[src/hdl/eq_pkg.sv]
// Types and constants for the Euler angle to quaternion converter.
// No dependencies.
`default_nettype none
package eq_pkg;
    localparam int ANGLE_WIDTH_DEF   = 16;
    localparam int CORDIC_STAGES_DEF = 16;
    localparam int ZW = 34;               // internal CORDIC word, 30 fraction bits

    localparam logic signed [ZW-1:0] HALF_PI_Q30 = 34'sd1686629713;
    localparam logic signed [ZW-1:0] PI_Q30      = 34'sd3373259426;
    localparam logic signed [ZW-1:0] GAIN_Q30    = 34'sd652032874;
    localparam logic signed [15:0]   ONE_Q14     = 16'sd16384;

    localparam logic [31:0] ATAN_Q30 [32] = '{
        32'd843314856, 32'd497837829, 32'd263043836, 32'd133525158, 32'd66987894,
        32'd33553755, 32'd16775850, 32'd8388437, 32'd4194282, 32'd2097149,
        32'd1048575, 32'd524287, 32'd262143, 32'd131071, 32'd65535, 32'd32767,
        32'd16383, 32'd8191, 32'd4095, 32'd2047, 32'd1023, 32'd511, 32'd255,
        32'd127, 32'd63, 32'd31, 32'd15, 32'd8, 32'd4, 32'd2, 32'd1, 32'd0
    };

    typedef struct packed {
        logic signed [15:0] roll_angle;
        logic signed [15:0] pitch_angle;
        logic signed [15:0] yaw_angle;
    } t_euler;

    typedef struct packed {
        logic signed [15:0] quat_w;
        logic signed [15:0] quat_x;
        logic signed [15:0] quat_y;
        logic signed [15:0] quat_z;
    } t_quat;

    typedef struct packed {
        logic signed [ZW-1:0] x;
        logic signed [ZW-1:0] y;
        logic signed [ZW-1:0] z;
        logic                 neg;
    } t_lane;

    // lane 2 roll, lane 1 pitch, lane 0 yaw
    typedef struct packed {
        logic            vld;
        t_lane [2:0]     lane;
    } t_cell_beat;
endpackage
`default_nettype wire

[src/hdl/eq_cordic_cell.sv]
// One CORDIC rotation stage for the three angle lanes, registered.
// Uses eq_pkg.
`default_nettype none
module eq_cordic_cell import eq_pkg::*; #(
    parameter int STAGE = 0
) (
    input  wire        i_clk,
    input  wire        i_rst_n,
    input  t_cell_beat i_beat,
    output t_cell_beat o_beat
);
    localparam logic signed [ZW-1:0] ANG = ZW'(ATAN_Q30[STAGE]);

    t_cell_beat r_beat, n_beat;

    always_comb begin
        n_beat.vld = i_beat.vld;
        for (int k = 0; k < 3; k++) begin
            n_beat.lane[k].neg = i_beat.lane[k].neg;
            if (!i_beat.lane[k].z[ZW-1]) begin
                n_beat.lane[k].x = i_beat.lane[k].x - (i_beat.lane[k].y >>> STAGE);
                n_beat.lane[k].y = i_beat.lane[k].y + (i_beat.lane[k].x >>> STAGE);
                n_beat.lane[k].z = i_beat.lane[k].z - ANG;
            end else begin
                n_beat.lane[k].x = i_beat.lane[k].x + (i_beat.lane[k].y >>> STAGE);
                n_beat.lane[k].y = i_beat.lane[k].y - (i_beat.lane[k].x >>> STAGE);
                n_beat.lane[k].z = i_beat.lane[k].z + ANG;
            end
        end
    end

    always_ff @(posedge i_clk) begin
        r_beat.lane <= n_beat.lane;
        if (!i_rst_n) begin
            r_beat.vld <= 1'b0;
        end else begin
            r_beat.vld <= n_beat.vld;
        end
    end

    assign o_beat = r_beat;
endmodule
`default_nettype wire

[config.mk]
export PLATFORM = sky130hd
export DESIGN_NAME = eq_cordic_cell
export DESIGN_NICKNAME = d
export VERILOG_FILES = /design/src/hdl/eq_pkg.sv /design/src/hdl/eq_cordic_cell.sv
export SDC_FILE = /design/constraint.sdc
export NUM_CORES = 1
export LEC_CHECK = 0
export BUFFER_PORTS_ARGS = -buffer_cell sky130_fd_sc_hd__buf_2
export CAP_MARGIN = 20
export CORE_AREA = 5 5 237 239
export CTS_CLUSTER_DIAMETER = 200
export DETAILED_ROUTE_END_ITERATION = 12
export DIE_AREA = 0 0 242 244
export PLACE_DENSITY = 0.76
export SYNTH_ARGS = -nofsm -noshare
export SYNTH_HDL_FRONTEND = slang
export SYNTH_SLANG_ARGS = --single-unit
[constraint.sdc]
create_clock -name i_clk -period 13 [get_ports i_clk]
set_clock_uncertainty 0.05 [all_clocks]
set_input_delay 3.25 -clock i_clk [delete_from_list [all_inputs] [get_ports i_clk]]
set_output_delay 3.25 -clock i_clk [all_outputs]
set_load 0.1 [all_outputs]
After elaboration in Yosys (flattened, before gate mapping) --
Index checks and enable logic that the tools add are counted.
Word-level totals: bits in registers 310, input bits 312, output and inout bits 310, logic and storage cells 31
Cells by class: add/subtract/negate cells 15, mux-type cells 3
Operators by type and width (number):
- 2-to-1 mux 102 bit | 3
- subtractor 34 bit | 6
- adder 34 x 31 -> 34 bit (second input constant) | 3
- adder 34 bit | 3
- subtractor 34 x 31 -> 34 bit (second input constant) | 3

Logic depth before layout (Yosys ltp) --
depth in word-level cells 2, mapped depth 15, depth with buffers taken out 13

Worst setup path after synthesis --
No wires, ideal clock.
path kind in2reg, start input i_beat[240] in the netlist's numbering, end register r_beat (netlist bit o_beat[238]), setup time 131 ps, arrival 6542 ps, data required time 12819 ps, path slack 6277 ps, cell stages on the path 14, path buffers 2, path through clkbuf_1 clkinv_1 clkbuf_1 fa_1 a21o_1 a21oi_1 o21ai_0 a22o_1 a221oi_2 o21a_1 nor2b_1 a221oi_1 o21ai_0 xor2_1
RTL lines:
- start, declared | line eq_cordic_cell.sv:9 | input t_cell_beat i_beat,
- end, declared | line eq_cordic_cell.sv:14 | t_cell_beat r_beat, n_beat;

==> qor.csv <==
stage,metric,value,unit
clock_tree,clk_pin_slew_worst_paths,0.06,ns
floorplan,die_h,244,um
synth,synthTopCellsByCount,"a21oi_1, ha_1, dfxtp_1, inv_1, nor2_1",
pwr,leakagePower,15.6,nW
synth,synth.avg_cell_area,7.86,um^2
routing,vias,27200,
timing,fin_crit_sh,0.493,
synth,synth_top_area_cell,dfxtp_1,
placement,dp.final_hpwl,76.4,mm
timing,slew_violations,0,
clock_tree,cts_tree,built,
timing,min_period,6.41,ns
synth,synth_cell_types,85,
routing,vias_per_cell,5.80,
floorplan,rows,85,
synth,ys_seq_elements,307,
min_path,hold_path.class,in2reg,
pwr,netSwitchingFraction,0.544,
placement,routabilityCongestion,1.02,
synth,synth_top_area_frac,0.229,
global_routing,antenna_found_initial,32,
clock_tree,htree_levels,2,
pwr,p_int,2.43,mW
synth,synth_area,26800,um^2
layout,final_cells,4688,
synth,synth_area_leaders,"dfxtp_1, ha_1, a21oi_1",
run_status,status,"complete, no violations",
clock_tree,cts_sinks,307,
setup_path,start_kind,input pin,
clock_tree,cts-resized-gates,0,
timing,rsz0062_at_grt,false,
setup_path,crit_top_cell,a21oi_1,
synth,ys_warn_count,0,
synth,synth_nets,4119,
placement,pre_cts_ws,6.08,ns
setup_path,critical_path_buf_inv_count,2,
synth,synthFlopType,dfxtp_1,
pwr,powerDensity,169,nW/um^2
layout,synthToLayoutAreaGrowth,18.2,%
placement,portBuffers,621,
layout,largest_register_ffs,307,
pwr,p_clk_frac,0.212,
layout,fin_area,31700,um^2
layout,num-fill-cells,4943,
pwr,p_sw,2.91,mW
floorplan,start_util,0.500,
placement,dp_cells,4598,
global_routing,grt_max_degree,93,
floorplan,dieArea,59000,um^2
pwr,pwr-share-comb,0.557,
timing,maxSlewHeadroom,0.267,
synth,yosysMostFrequentCell,a21oi_1,
synth,synth-async-reset-ratio,0,
setup_path,crit_fanout,14,
clock_tree,root_buffer,clkbuf_16,
clock_tree,cts-buffers-inserted,39,
floorplan,die_w,242,um
routing,firstDrtPassIters,6,
floorplan,io_pins,622,
setup_path,cp-end-kind,flip-flop,
timing,tns,0,ns
run,drv_cap,0,
setup_path,critical-path-slowest-cell,a2111oi_0,
global_routing,grt_pass1_wl,143,mm
routing,routedWlPerCell,20.2,um
timing,hold_viol,0,
layout,register_area,6150,um^2
routing,dr.first_iter.drc_count,2684,
pwr,ir_worst_vdd,163,uV
synth,synth_edf_count,0,
setup_path,crit_required,13.43,ns
setup_path,cp_slowest_stage_delay,0.93,ns
global_routing,grt_pass1_vias,25400,
global_routing,grt_usage,0.298,
clock_tree,holdBufCountCts,0,
placement,place_area,30300,um^2
setup_path,path_class,in2reg,
global_routing,grt_overflow_total,0,
layout,drive_gt1_frac,0.187,
setup_path,worstPathCellList,"buf_2, inv_1, ha_1, and4_1, nand3_1, a211oi_1, o21ai_0, and4b_1, a2111oi_0, a21oi_1, a21oi_1, xor2_1",
synth,ys_seq_area_frac,0.229,
setup_path,crit_family,compound AO/OA/AOI/OAI gates,
timing,worstMarginPinSlew,1.07,ns
floorplan,core,53600,um^2
pwr,pwr-share-seq,0.231,
routing,wl,94.9,mm
clock_tree,cts_setup_buffers,0,
timing,fmax,156,MHz
timing,hold_ws,2.74,ns
timing,fin_ws,6.59,ns
clock_tree,clk_path_buf_depth,3,
synth,synthCells,3411,
layout,fin_nets,4651,
layout,multi_input_area,18900,um^2
routing,antenna_left,0,
timing,setup_viol,0,
layout,final_util,0.591,
routing,route.detailed.drc,0,
pwr,p_total,5.34,mW
setup_path,crit_arrival,6.84,ns
-- layout make-up --
| class | count | share of cell area |
|---|---|---|
| multi-input combinational | 2652 | 0.598 |
| sequential | 307 | 0.194 |
| timing repair buffer | 628 | 0.100 |
| inverter | 315 | 0.0373 |
| clock buffer | 56 | 0.0360 |
| tap | 696 | 0.0275 |
| clock inverter | 11 | 0.00557 |
| antenna | 23 | 0.00182 |
-- cell families after synthesis --
kind of cell / after synthesis / synth area share
mux: 48 / 0.0181
flops: 307 / 0.229
fa+ha+maj: 396 / 0.188
simple gates: 778 / 0.135
buf+inv: 452 / 0.0646
xor+xnor: 270 / 0.0882
compound gates: 1160 / 0.277
-- cell usage in the layout (no fill, tap or decap), drive strengths merged, types with 60 or more instances in the layout --
cell	instances
inv	310
a21o	132
nand2	174
o21bai	78
nor2	298
a21oi	417
buf	628
o21ai	229
xnor2	210
ha	384
dfxtp	307
xor2	60
-- worst paths after layout --
kind | startpoint | endpoint | slack, ns | cells after the start
hold / removal | i_beat[207] | o_beat[207]$_DFF_P_ | 2.74 | 1
setup / recovery | i_beat[45] | o_beat[102]$_DFF_P_ | 6.59 | 12
-- routing by layer --
metal | up-vias | global-route usage | wire (um)
met5 | - | 0 | 133
met4 | 20 | 0.124 | 4320
met3 | 270 | 0.0657 | 8780
met2 | 1411 | 0.492 | 43400
met1 | 12500 | 0.378 | 38300
li1 | 13000 | - | -
-- power groups by stage --
stage | logic [mW] | registers [mW] | clock network [mW]
after floorplan | 0.816 | 2.79 | 0
after global placement | 2.95 | 1.25 | 0
after detailed placement | 2.95 | 1.25 | 0
after global routing | 3.10 | 1.25 | 1.19
after CTS | 2.96 | 1.24 | 1.15
final | 2.98 | 1.24 | 1.13
(Power assumes the default switching activity.)
